### src/hdl/debounced_stopwatch_threshold_alarm_core_assert.svh
// Assertion macros used by the stopwatch alarm RTL.
`ifndef DEBOUNCED_STOPWATCH_THRESHOLD_ALARM_CORE_ASSERT_SVH
`define DEBOUNCED_STOPWATCH_THRESHOLD_ALARM_CORE_ASSERT_SVH

// Same-cycle implication, disabled during reset.
`define DSTA_ASSERT_NOW(label, clk, rst_n, ante, cons) \
    label: assert property (@(posedge clk) disable iff (!rst_n) (ante) |-> (cons)) \
        else $error("dsta same-cycle check failed");

// Next-cycle implication, disabled during reset.
`define DSTA_ASSERT_NEXT(label, clk, rst_n, ante, cons) \
    label: assert property (@(posedge clk) disable iff (!rst_n) (ante) |=> (cons)) \
        else $error("dsta next-cycle check failed");

`endif

### src/hdl/dsta_pkg.sv
// Package: types, constants and lookup functions of the stopwatch alarm.
package dsta_pkg;

    localparam int unsigned SEC_W   = 7;
    localparam int unsigned TICK_W  = 16;
    localparam int unsigned BLINK_W = 10;
    localparam int unsigned DEB_W   = 8;
    localparam int unsigned CFG_IDX_W  = 2;
    localparam int unsigned CFG_DATA_W = 16;

    localparam logic [SEC_W-1:0]   SEC_MAX         = 7'd99;
    localparam logic [SEC_W-1:0]   LIMIT_RESET     = 7'd10;
    localparam logic [DEB_W-1:0]   DEB_RESET       = 8'd20;
    localparam logic [BLINK_W-1:0] BLINK_RESET     = 10'd250;
    localparam logic [TICK_W-1:0]  TPS_RESET       = 16'd1000;

    typedef enum logic [CFG_IDX_W-1:0] {
        CFG_DEBOUNCE_TICKS   = 2'd0,
        CFG_BLINK_TICKS      = 2'd1,
        CFG_TICKS_PER_SECOND = 2'd2
    } cfg_index_t;

    typedef enum logic {
        CMD_TICK = 1'b0,
        CMD_KEY  = 1'b1
    } command_t;

    typedef struct packed {
        logic [SEC_W-1:0] elapsed_seconds;
        logic             is_timing;
        logic             alarm_active;
        logic             alarm_lamp_on;
        logic             switch_lamp_on;
        logic [SEC_W-1:0] limit_seconds;
        logic [1:0]       digits_entered;
        logic [6:0]       seg_ones;
        logic [6:0]       seg_tens;
    } result_t;

    typedef struct packed {
        logic       hit;
        logic [3:0] digit;
    } key_t;

    // Keypad scan code to decimal digit.
    function automatic key_t key_decode(input logic [7:0] code);
        key_t k;
        k.hit   = 1'b1;
        k.digit = 4'd0;
        unique case (code)
            8'h82:   k.digit = 4'd0;
            8'h11:   k.digit = 4'd1;
            8'h12:   k.digit = 4'd2;
            8'h14:   k.digit = 4'd3;
            8'h21:   k.digit = 4'd4;
            8'h22:   k.digit = 4'd5;
            8'h24:   k.digit = 4'd6;
            8'h41:   k.digit = 4'd7;
            8'h42:   k.digit = 4'd8;
            8'h44:   k.digit = 4'd9;
            default: k.hit   = 1'b0;
        endcase
        return k;
    endfunction

    // Active-low seven-segment pattern of one decimal digit.
    function automatic logic [6:0] seg_pattern(input logic [3:0] d);
        logic [6:0] s;
        unique case (d)
            4'd0:    s = 7'h40;
            4'd1:    s = 7'h79;
            4'd2:    s = 7'h24;
            4'd3:    s = 7'h30;
            4'd4:    s = 7'h19;
            4'd5:    s = 7'h12;
            4'd6:    s = 7'h02;
            4'd7:    s = 7'h78;
            4'd8:    s = 7'h00;
            4'd9:    s = 7'h18;
            default: s = 7'h7F;
        endcase
        return s;
    endfunction

endpackage

### src/hdl/dsta_if.sv
// Interfaces: item, result and configuration channels.
interface dsta_item_if;
    logic       valid;
    logic       ready;
    logic       command;
    logic       switch_raw;
    logic [7:0] scan_code;

    modport source (output valid, command, switch_raw, scan_code, input ready);
    modport sink   (input valid, command, switch_raw, scan_code, output ready);
endinterface

interface dsta_result_if;
    logic                          valid;
    logic                          ready;
    logic [dsta_pkg::SEC_W-1:0]    elapsed_seconds;
    logic                          is_timing;
    logic                          alarm_active;
    logic                          alarm_lamp_on;
    logic                          switch_lamp_on;
    logic [dsta_pkg::SEC_W-1:0]    limit_seconds;
    logic [1:0]                    digits_entered;
    logic [6:0]                    seg_ones;
    logic [6:0]                    seg_tens;

    modport source (output valid, elapsed_seconds, is_timing, alarm_active, alarm_lamp_on,
                    switch_lamp_on, limit_seconds, digits_entered, seg_ones, seg_tens,
                    input ready);
    modport sink   (input valid, elapsed_seconds, is_timing, alarm_active, alarm_lamp_on,
                    switch_lamp_on, limit_seconds, digits_entered, seg_ones, seg_tens,
                    output ready);
endinterface

interface dsta_cfg_if;
    logic                              valid;
    logic                              ready;
    logic [dsta_pkg::CFG_IDX_W-1:0]    index;
    logic [dsta_pkg::CFG_DATA_W-1:0]   data;

    modport source (output valid, index, data, input ready);
    modport sink   (input valid, index, data, output ready);
endinterface

### src/hdl/dsta_seg_dec.sv
// Seconds (0..99) to active-low seven-segment patterns of both digits.
module dsta_seg_dec (
    input  logic [dsta_pkg::SEC_W-1:0] secs,
    output logic [6:0]                 seg_ones,
    output logic [6:0]                 seg_tens
);

    logic [14:0] prod;
    logic [3:0]  tens;
    logic [6:0]  tens_x10;
    logic [6:0]  ones_full;

    // tens = secs / 10 through multiply by 205 and shift by 11, exact below 100
    assign prod      = 15'(secs) * 15'd205;
    assign tens      = prod[14:11];
    assign tens_x10  = {tens, 3'b000} - 7'({tens, 1'b0}) + 7'({tens, 2'b00});
    assign ones_full = secs - tens_x10;

    assign seg_ones = dsta_pkg::seg_pattern(ones_full[3:0]);
    assign seg_tens = dsta_pkg::seg_pattern(tens);

endmodule

### src/hdl/debounced_stopwatch_threshold_alarm_core.sv
// Top level: debounced stopwatch with keyed-in threshold alarm.
//
//  channel  | role   | beat contents
//  ---------+--------+----------------------------------------------------
//  item     | sink   | command, switch_raw, scan_code
//  result   | source | seconds, timing/alarm/lamp flags, limit, digits, segs
//  cfg      | sink   | index, data (debounce, blink, ticks per second)
//
//  Each accepted item is handled in the cycle it arrives: the state update and
//  the result are computed from the beat and the state registers and land in
//  the state and result registers at the same edge. One item per cycle unless a stalled result holds it.
//  The result register takes a new beat whenever it is empty or being drained,
//  so a stalled result blocks input only while it is still held.
//  Reset restores all state but the result payload; config is ready every cycle.
`include "debounced_stopwatch_threshold_alarm_core_assert.svh"

module debounced_stopwatch_threshold_alarm_core (
    input  logic          clk,
    input  logic          rst_n,
    dsta_item_if.sink     item,
    dsta_result_if.source result,
    dsta_cfg_if.sink      cfg
);

    // Configuration registers
    logic [dsta_pkg::DEB_W-1:0]   deb_ticks_reg;
    logic [dsta_pkg::BLINK_W-1:0] blink_ticks_reg;
    logic [dsta_pkg::TICK_W-1:0]  tps_reg;

    // Block state
    logic                          last_sample_reg,  last_sample_next;
    logic                          stable_level_reg, stable_level_next;
    logic [dsta_pkg::DEB_W-1:0]    stable_count_reg, stable_count_next;
    logic [dsta_pkg::TICK_W-1:0]   tick_count_reg,   tick_count_next;
    logic [dsta_pkg::SEC_W-1:0]    second_count_reg, second_count_next;
    logic                          running_reg,      running_next;
    logic                          alarm_flag_reg,   alarm_flag_next;
    logic [dsta_pkg::BLINK_W-1:0]  blink_count_reg,  blink_count_next;
    logic                          lamp_lit_reg,     lamp_lit_next;
    logic [dsta_pkg::SEC_W-1:0]    limit_reg,        limit_next;
    logic [1:0]                    digit_total_reg,  digit_total_next;
    logic [3:0]                    first_digit_reg,  first_digit_next;

    // Result register
    logic                 out_valid_reg, out_valid_next;
    dsta_pkg::result_t    rslt_reg,      rslt_next;

    logic                 accept;
    logic                 edge_seen;
    logic                 second_done;
    dsta_pkg::key_t       key;
    logic [dsta_pkg::SEC_W-1:0] keyed_value;
    logic [6:0]           seg_ones_w;
    logic [6:0]           seg_tens_w;

    assign item.ready = !out_valid_reg || result.ready;
    assign accept     = item.valid && item.ready;
    assign cfg.ready  = 1'b1;

    // Config writes; indexes past the list are dropped
    always_ff @(posedge clk or negedge rst_n)
    begin
        if (!rst_n)
        begin
            deb_ticks_reg   <= dsta_pkg::DEB_RESET;
            blink_ticks_reg <= dsta_pkg::BLINK_RESET;
            tps_reg         <= dsta_pkg::TPS_RESET;
        end
        else if (cfg.valid)
        begin
            unique case (cfg.index)
                dsta_pkg::CFG_DEBOUNCE_TICKS:
                    deb_ticks_reg <= cfg.data[dsta_pkg::DEB_W-1:0];
                dsta_pkg::CFG_BLINK_TICKS:
                    blink_ticks_reg <= cfg.data[dsta_pkg::BLINK_W-1:0];
                dsta_pkg::CFG_TICKS_PER_SECOND:
                    tps_reg <= cfg.data;
                default: ;
            endcase
        end
    end

    assign key         = dsta_pkg::key_decode(item.scan_code);
    // first*10 + digit; first is at most 9, so this stays below 100
    assign keyed_value = 7'({first_digit_reg, 3'b000}) + 7'({first_digit_reg, 1'b0})
                       + 7'(key.digit);

    // One item; a tick is applied in order: debounce, edge, count, threshold, blink; else key entry
    always_comb
    begin
        last_sample_next  = last_sample_reg;
        stable_level_next = stable_level_reg;
        stable_count_next = stable_count_reg;
        tick_count_next   = tick_count_reg;
        second_count_next = second_count_reg;
        running_next      = running_reg;
        alarm_flag_next   = alarm_flag_reg;
        blink_count_next  = blink_count_reg;
        lamp_lit_next     = lamp_lit_reg;
        limit_next        = limit_reg;
        digit_total_next  = digit_total_reg;
        first_digit_next  = first_digit_reg;
        edge_seen         = 1'b0;
        second_done       = 1'b0;

        if (item.command == dsta_pkg::CMD_TICK)
        begin
            // Debounce: a changed sample restarts the stability count
            priority if (item.switch_raw != last_sample_reg)
            begin
                last_sample_next  = item.switch_raw;
                stable_count_next = '0;
            end
            else if (stable_count_reg < deb_ticks_reg)
            begin
                stable_count_next = stable_count_reg + 8'd1;
            end
            else if (stable_level_reg != last_sample_reg)
            begin
                stable_level_next = last_sample_reg;
                edge_seen         = 1'b1;
            end
            else
            begin
                // Settled and unchanged: hold the debounce state
            end

            // Edge actions: rise starts timing, fall stops it and drops digits
            if (edge_seen)
            begin
                running_next    = stable_level_next;
                alarm_flag_next = 1'b0;
                lamp_lit_next   = 1'b0;
                if (stable_level_next)
                begin
                    tick_count_next   = '0;
                    second_count_next = '0;
                end
                else
                begin
                    digit_total_next = '0;
                    first_digit_next = '0;
                end
            end

            // Advance the tick and second counters; seconds hold at 99
            if (running_next)
            begin
                tick_count_next = tick_count_next + 16'd1;
                if (tick_count_next >= tps_reg)
                begin
                    tick_count_next = '0;
                    if (second_count_next < dsta_pkg::SEC_MAX)
                    begin
                        second_count_next = second_count_next + 7'd1;
                    end
                    second_done = 1'b1;
                end
            end

            // Threshold check on a completed second
            if (second_done)
            begin
                if (running_next && (second_count_next >= limit_reg))
                begin
                    if (!alarm_flag_next)
                    begin
                        alarm_flag_next  = 1'b1;
                        blink_count_next = '0;
                        lamp_lit_next    = 1'b1;
                    end
                end
                else
                begin
                    alarm_flag_next = 1'b0;
                    lamp_lit_next   = 1'b0;
                end
            end

            // Blink the lamp while the alarm holds
            if (alarm_flag_next)
            begin
                blink_count_next = blink_count_next + 10'd1;
                if (blink_count_next >= blink_ticks_reg)
                begin
                    blink_count_next = '0;
                    lamp_lit_next    = !lamp_lit_next;
                end
            end
            else
            begin
                lamp_lit_next = 1'b0;
            end
        end
        else
        begin
            // Key press: the first digit is held, the second sets the limit
            if (key.hit)
            begin
                if (digit_total_reg == 2'd0)
                begin
                    first_digit_next = key.digit;
                    digit_total_next = 2'd1;
                end
                else if (digit_total_reg == 2'd1)
                begin
                    limit_next       = (keyed_value == '0) ? 7'd1 : keyed_value;
                    digit_total_next = 2'd2;
                end
            end
        end
    end

    dsta_seg_dec u_seg_dec (
        .secs     (second_count_next),
        .seg_ones (seg_ones_w),
        .seg_tens (seg_tens_w)
    );

    always_comb
    begin
        rslt_next.elapsed_seconds = second_count_next;
        rslt_next.is_timing       = running_next;
        rslt_next.alarm_active    = alarm_flag_next;
        rslt_next.alarm_lamp_on   = lamp_lit_next;
        rslt_next.switch_lamp_on  = stable_level_next;
        rslt_next.limit_seconds   = limit_next;
        rslt_next.digits_entered  = digit_total_next;
        rslt_next.seg_ones        = seg_ones_w;
        rslt_next.seg_tens        = seg_tens_w;
        out_valid_next            = accept || (out_valid_reg && !result.ready);
    end

    always_ff @(posedge clk or negedge rst_n)
    begin
        if (!rst_n)
        begin
            last_sample_reg  <= 1'b0;
            stable_level_reg <= 1'b0;
            stable_count_reg <= '0;
            tick_count_reg   <= '0;
            second_count_reg <= '0;
            running_reg      <= 1'b0;
            alarm_flag_reg   <= 1'b0;
            blink_count_reg  <= '0;
            lamp_lit_reg     <= 1'b0;
            limit_reg        <= dsta_pkg::LIMIT_RESET;
            digit_total_reg  <= '0;
            first_digit_reg  <= '0;
            out_valid_reg    <= 1'b0;
        end
        else
        begin
            out_valid_reg <= out_valid_next;
            if (accept)
            begin
                last_sample_reg  <= last_sample_next;
                stable_level_reg <= stable_level_next;
                stable_count_reg <= stable_count_next;
                tick_count_reg   <= tick_count_next;
                second_count_reg <= second_count_next;
                running_reg      <= running_next;
                alarm_flag_reg   <= alarm_flag_next;
                blink_count_reg  <= blink_count_next;
                lamp_lit_reg     <= lamp_lit_next;
                limit_reg        <= limit_next;
                digit_total_reg  <= digit_total_next;
                first_digit_reg  <= first_digit_next;
            end
        end
    end

    // Result payload: load on accept, hold otherwise
    always_ff @(posedge clk)
    begin
        if (accept)
        begin
            rslt_reg <= rslt_next;
        end
    end

    assign result.valid           = out_valid_reg;
    assign result.elapsed_seconds = rslt_reg.elapsed_seconds;
    assign result.is_timing       = rslt_reg.is_timing;
    assign result.alarm_active    = rslt_reg.alarm_active;
    assign result.alarm_lamp_on   = rslt_reg.alarm_lamp_on;
    assign result.switch_lamp_on  = rslt_reg.switch_lamp_on;
    assign result.limit_seconds   = rslt_reg.limit_seconds;
    assign result.digits_entered  = rslt_reg.digits_entered;
    assign result.seg_ones        = rslt_reg.seg_ones;
    assign result.seg_tens        = rslt_reg.seg_tens;

    `DSTA_ASSERT_NOW(a_sec_sat, clk, rst_n, 1'b1, second_count_reg <= dsta_pkg::SEC_MAX)
    `DSTA_ASSERT_NOW(a_limit_rng, clk, rst_n, 1'b1,
        (limit_reg >= 7'd1) && (limit_reg <= dsta_pkg::SEC_MAX))
    `DSTA_ASSERT_NOW(a_lamp_alarm, clk, rst_n, lamp_lit_reg, alarm_flag_reg && running_reg)
    `DSTA_ASSERT_NEXT(a_accept_out, clk, rst_n, accept, out_valid_reg)

endmodule
### src/flat_wrapper.sv
// flat-port wrapper written by rule: the top's interface ports become plain ports
module debounced_stopwatch_threshold_alarm_core_flat 
  (clk, rst_n, item_valid, item_command, item_switch_raw, item_scan_code, item_ready, result_valid, result_elapsed_seconds, result_is_timing, result_alarm_active, result_alarm_lamp_on, result_switch_lamp_on, result_limit_seconds, result_digits_entered, result_seg_ones, result_seg_tens, result_ready, cfg_valid, cfg_index, cfg_data, cfg_ready);
  dsta_item_if item_i ();
  dsta_result_if result_i ();
  dsta_cfg_if cfg_i ();
  input  logic clk;
  input  logic rst_n;
  input wire logic [$bits(item_i.valid)-1:0] item_valid;
  input wire logic [$bits(item_i.command)-1:0] item_command;
  input wire logic [$bits(item_i.switch_raw)-1:0] item_switch_raw;
  input wire logic [$bits(item_i.scan_code)-1:0] item_scan_code;
  output wire logic [$bits(item_i.ready)-1:0] item_ready;
  output wire logic [$bits(result_i.valid)-1:0] result_valid;
  output wire logic [$bits(result_i.elapsed_seconds)-1:0] result_elapsed_seconds;
  output wire logic [$bits(result_i.is_timing)-1:0] result_is_timing;
  output wire logic [$bits(result_i.alarm_active)-1:0] result_alarm_active;
  output wire logic [$bits(result_i.alarm_lamp_on)-1:0] result_alarm_lamp_on;
  output wire logic [$bits(result_i.switch_lamp_on)-1:0] result_switch_lamp_on;
  output wire logic [$bits(result_i.limit_seconds)-1:0] result_limit_seconds;
  output wire logic [$bits(result_i.digits_entered)-1:0] result_digits_entered;
  output wire logic [$bits(result_i.seg_ones)-1:0] result_seg_ones;
  output wire logic [$bits(result_i.seg_tens)-1:0] result_seg_tens;
  input wire logic [$bits(result_i.ready)-1:0] result_ready;
  input wire logic [$bits(cfg_i.valid)-1:0] cfg_valid;
  input wire logic [$bits(cfg_i.index)-1:0] cfg_index;
  input wire logic [$bits(cfg_i.data)-1:0] cfg_data;
  output wire logic [$bits(cfg_i.ready)-1:0] cfg_ready;
  assign item_i.valid = item_valid;
  assign item_i.command = item_command;
  assign item_i.switch_raw = item_switch_raw;
  assign item_i.scan_code = item_scan_code;
  assign item_ready = item_i.ready;
  assign result_valid = result_i.valid;
  assign result_elapsed_seconds = result_i.elapsed_seconds;
  assign result_is_timing = result_i.is_timing;
  assign result_alarm_active = result_i.alarm_active;
  assign result_alarm_lamp_on = result_i.alarm_lamp_on;
  assign result_switch_lamp_on = result_i.switch_lamp_on;
  assign result_limit_seconds = result_i.limit_seconds;
  assign result_digits_entered = result_i.digits_entered;
  assign result_seg_ones = result_i.seg_ones;
  assign result_seg_tens = result_i.seg_tens;
  assign result_i.ready = result_ready;
  assign cfg_i.valid = cfg_valid;
  assign cfg_i.index = cfg_index;
  assign cfg_i.data = cfg_data;
  assign cfg_ready = cfg_i.ready;
  debounced_stopwatch_threshold_alarm_core u_core (.clk(clk), .rst_n(rst_n), .item(item_i), .result(result_i), .cfg(cfg_i));
endmodule
### config.mk
export PLATFORM = sky130hd
export DESIGN_NAME = debounced_stopwatch_threshold_alarm_core_flat
export DESIGN_NICKNAME = d
export VERILOG_FILES = /design/src/hdl/dsta_pkg.sv /design/src/hdl/dsta_if.sv /design/src/hdl/dsta_seg_dec.sv /design/src/hdl/debounced_stopwatch_threshold_alarm_core.sv /design/src/flat_wrapper.sv
export VERILOG_INCLUDE_DIRS = /design/src /design/src/hdl
export SDC_FILE = /design/constraint.sdc
export NUM_CORES = 1
export LEC_CHECK = 0
export BUFFER_PORTS_ARGS = -buffer_cell sky130_fd_sc_hd__buf_2
export CORE_ASPECT_RATIO = 0.75
export CORE_MARGIN = 2
export CORE_UTILIZATION = 52
export DETAILED_ROUTE_END_ITERATION = 10
export MAX_ROUTING_LAYER = met4
export PLACE_DENSITY_LB_ADDON = 0.08
export SETUP_SLACK_MARGIN = 0.2
export SLEW_MARGIN = 20
export SYNTH_ARGS = -nofsm -noshare
export SYNTH_HDL_FRONTEND = slang
export SYNTH_SLANG_ARGS = --single-unit
### constraint.sdc
create_clock -name clk -period 18.8 [get_ports clk]
set_input_delay 1.88 -clock clk [delete_from_list [all_inputs] [get_ports clk]]
set_output_delay 1.88 -clock clk [all_outputs]
set_load 0.01 [all_outputs]
==> results.yml <==
outcome:
  outcome: "completed"
pwr:
  p_sw_mw: 0.282
  power.total_mw: 0.902
  power.leakage_nw: 4.88
  worst_voltage_drop_across_the_vdd_grid_mv: 0.0664
  internal_power_mw: 0.620
  switching_share_pct: 31.3
  power_frac_comb_pct: 24.3
  seq_power_share_pct: 39.4
  clock_power_share_pct: 36.3
  power.density_cell_area_nw_per_um2: 89.0
grt:
  grt_start_max_net_pins: 59
  global_route_usage_over_all_layers_pct: 22.7
  antenna_violations_before_repair: 0
  gr-total-overflow: 0
  via_count_of_the_first_global_routing_pass: 6574
  grt_pass1_wl_mm: 32.9
synthesis:
  synth_area_leaders: "sky130_fd_sc_hd__dfrtp_1, sky130_fd_sc_hd__ha_1, sky130_fd_sc_hd__edfxtp_1"
  ys.warnings.count: 0
  netlist_instances: 957
  postSynth.asyncResetShare_pct: 73.4
  synth_top_cell_by_area: "sky130_fd_sc_hd__dfrtp_1"
  ys_seq_area_share_pct: 37.5
  synth_fp_nets: 1094
  yosysMostFrequentCell: "sky130_fd_sc_hd__nand2_1"
  ys_top_cells_by_count: "sky130_fd_sc_hd__nand2_1, sky130_fd_sc_hd__ha_1, sky130_fd_sc_hd__inv_1"
  postSynthRegisterBits: 128
  synthesis.area_sq_um: 9050
  share_of_yosys_cell_area_claimed_by_the_top_area_cell_type_pct: 21.6
  synth_cell_types: 90
  synth-edff-count: 34
  dominantRegCellSynth: "sky130_fd_sc_hd__dfrtp_1"
  post_synth.cell_area_avg_sq_um: 9.45
floorplanning:
  floorplan.initialDensity_pct: 53.4
  die_w_microns: 156
  floorplan.rows: 41
  die-area_sq_um: 18500
  die-height_microns: 118
  core_footprint_sq_um: 16900
  io_pins: 70
setup_path:
  critical_path_required_ps: 18960
  startpoint_type_of_the_worst_setup_path: "input port"
  cpMaxStageDelayCell: "sky130_fd_sc_hd__fa_1"
  path_class: "in -> reg"
  critical_path.reg2reg.endpoint: "u_core.result.seg_ones[6]$_DFFE_PP_"
  critPathArrivalTime_ps: 13100
  end_kind: "register"
  worstReg2RegStart: "u_core.deb_ticks_reg[2]$_DFFE_PN1P_"
  rrSetupSlack_ps: 6370
  crit_path_max_incr_delay_ps: 520
  timing.critical_path.fanout_max: 18
  crit_end: "u_core.result.seg_ones[6]$_DFFE_PP_"
  critical-path-top-cell-by-count: "sky130_fd_sc_hd__ha_1"
  crit_path_start: "item_switch_raw"
  r2r_cells: 55
clock_tree:
  post_cts.resized_instances: 0
  post_cts_setup_repair_buffer_count: 0
  clock_path_buffers: 2
  cts_sinks: 128
  worstSkewPairLatency_ps: 420
  clock_tree.root_cell: "sky130_fd_sc_hd__clkbuf_16"
  clock_tree_from_tritoncts: "built"
  clock_tree.htree_level_count: 4
  hold_buffers: 0
  worst_setup_hold_path_clk_slew_ps: 60
  number_of_buffers_added_by_the_clock_tree_synthesis_step: 17
drt:
  drt_pass1_iterations: 5
  via_count: 6782
  initialDrtViolationCount: 362
  drcViolationCount: 0
  post_drt_wl_per_cell_microns: 15.3
  detail_route.vias_per_cell: 5.43
  postRouteWirelength_mm: 19.1
  drtAntennaViolNets: 0
sta:
  final.min_clock_period_ps: 12950
  setup_total_negative_slack_ps: 0
  grt_setup_unrepaired: "false"
  slew_headroom_pct: 48.7
  hold_viol_final: 0
  setup_violations: 0
  worst_clock_skew_ps: 11.0
  min_period_over_period_pct: 68.9
  worst_pin_slew_ps: 767
  max_clock_freq_ghz: 0.0772
  slew_viol_final: 0
placed_design:
  port_buffers: 68
  dp.final_hpwl_mm: 14.0
  gp_congestion: 0.845
final_layout:
  final_nets: 1157
  flow.area_growth_from_synthesis_pct: 12.1
  layout-drive-gt1-share_pct: 17.6
  final.fill_count: 1464
  antenna_cells_inserted: 0
min_path:
  hold_path_class: "reg -> reg"
run:
  max_cap_viol_count: 0
-- metrics by stage --
stage	worst slack, ps	hold WS [ps]	utilization, %	area [sq um]	cells
final	5850	500	59.9	10100	1248
after global routing	4580	516	59.9	10100	1248
after CTS	5920	501	59.9	10100	1248
after detailed placement	5520	486	56.4	9550	1216
after global placement	5860	479	56.4	9550	1216
after floorplan	6890	459	-	9050	957
-- cell type report --
class	instances	area [sq um]	area share [%]
clock buffer	21	482	4.75
multi-input combinational	712	5180	51.1
sequential	128	3390	33.5
tap	215	269	2.65
inverter	87	327	3.22
clock inverter	11	103	1.01
timing repair buffer	74	388	3.83
-- layer usage --
metal | part of all wire [%] | global-route usage [%] | up-vias
met1 | 54 | 33.6 | 3205
met4 | 0.58 | 4.76 | 0
met5 | 0 | - | -
li1 | - | - | 3481
met3 | 3.0 | 4.22 | 7
met2 | 43 | 32.3 | 89
-- cells in the final DEF (no fill, tap or decap), drive strengths merged, types with 4 or more instances in the layout --
cell,count
xor2,26
mux2i,5
clkinv,4
ha,93
mux2,36
nor2b,6
a21o,17
a21oi,37
buf,74
o211ai,6
nand2,134
a22o,5
or3,4
and3,10
inv,91
o41ai,7
xnor2,23
nand2b,16
nor2,76
o31ai,11
dfstp,16
o21a,7
dfrtp,78
clkbuf,21
nand4,15
nand3,28
and2,10
fa,11
o21ai,62
nor4,4
edfxtp,34
nor3,11
-- kinds of logic (layout without fill, tap and decap cells) --
family                   count (synthesis)  count (layout)  synth area share, %
AND/OR/NAND/NOR                        330             330                 17.4
AO/OA/AOI/OAI                          187             187                 14.3
flip-flops                             128             128                 37.5
buffers and inverters                  117             193                 5.27
adder cells (fa/ha/maj)                104             104                 15.3
XOR/XNOR                                49              49                 5.16
multiplexers                            41              41                 5.08
other                                    1               1               0.0414
-- worst min path at each step --
stage               slack (ps)  cells after the start                                     to                                  start
floorplan                  460                      2      u_core.alarm_flag_reg$_DFFE_PN0P_      u_core.alarm_flag_reg$_DFFE_PN0P_
detailed placement         490                      2      u_core.alarm_flag_reg$_DFFE_PN0P_      u_core.alarm_flag_reg$_DFFE_PN0P_
CTS                        500                      2      u_core.alarm_flag_reg$_DFFE_PN0P_      u_core.alarm_flag_reg$_DFFE_PN0P_
finish                     500                      2      u_core.alarm_flag_reg$_DFFE_PN0P_      u_core.alarm_flag_reg$_DFFE_PN0P_
global placement           480                      2  u_core.blink_count_reg[9]$_DFFE_PN0P_  u_core.blink_count_reg[9]$_DFFE_PN0P_
global route               520                      1  u_core.blink_ticks_reg[8]$_DFFE_PN0P_  u_core.blink_ticks_reg[8]$_DFFE_PN0P_
-- worst max-delay path: cells and delay by family --
kind	cells	cell delay, ps
fa+ha+maj	8	2850
xor+xnor	4	990
buf+inv	6	430
simple gates	23	4540
compound gates	11	2390
-- power groups by stage --
stage	Combinational, mW	Clock, mW	Sequential (mW)
detailed placement	0.219	0	0.360
floorplan	0.163	0	0.356
global placement	0.215	0	0.359
global route	0.252	0.347	0.361
CTS	0.221	0.337	0.355
finish	0.219	0.328	0.356
No activity file was read; power rests on OpenSTA's default activity.
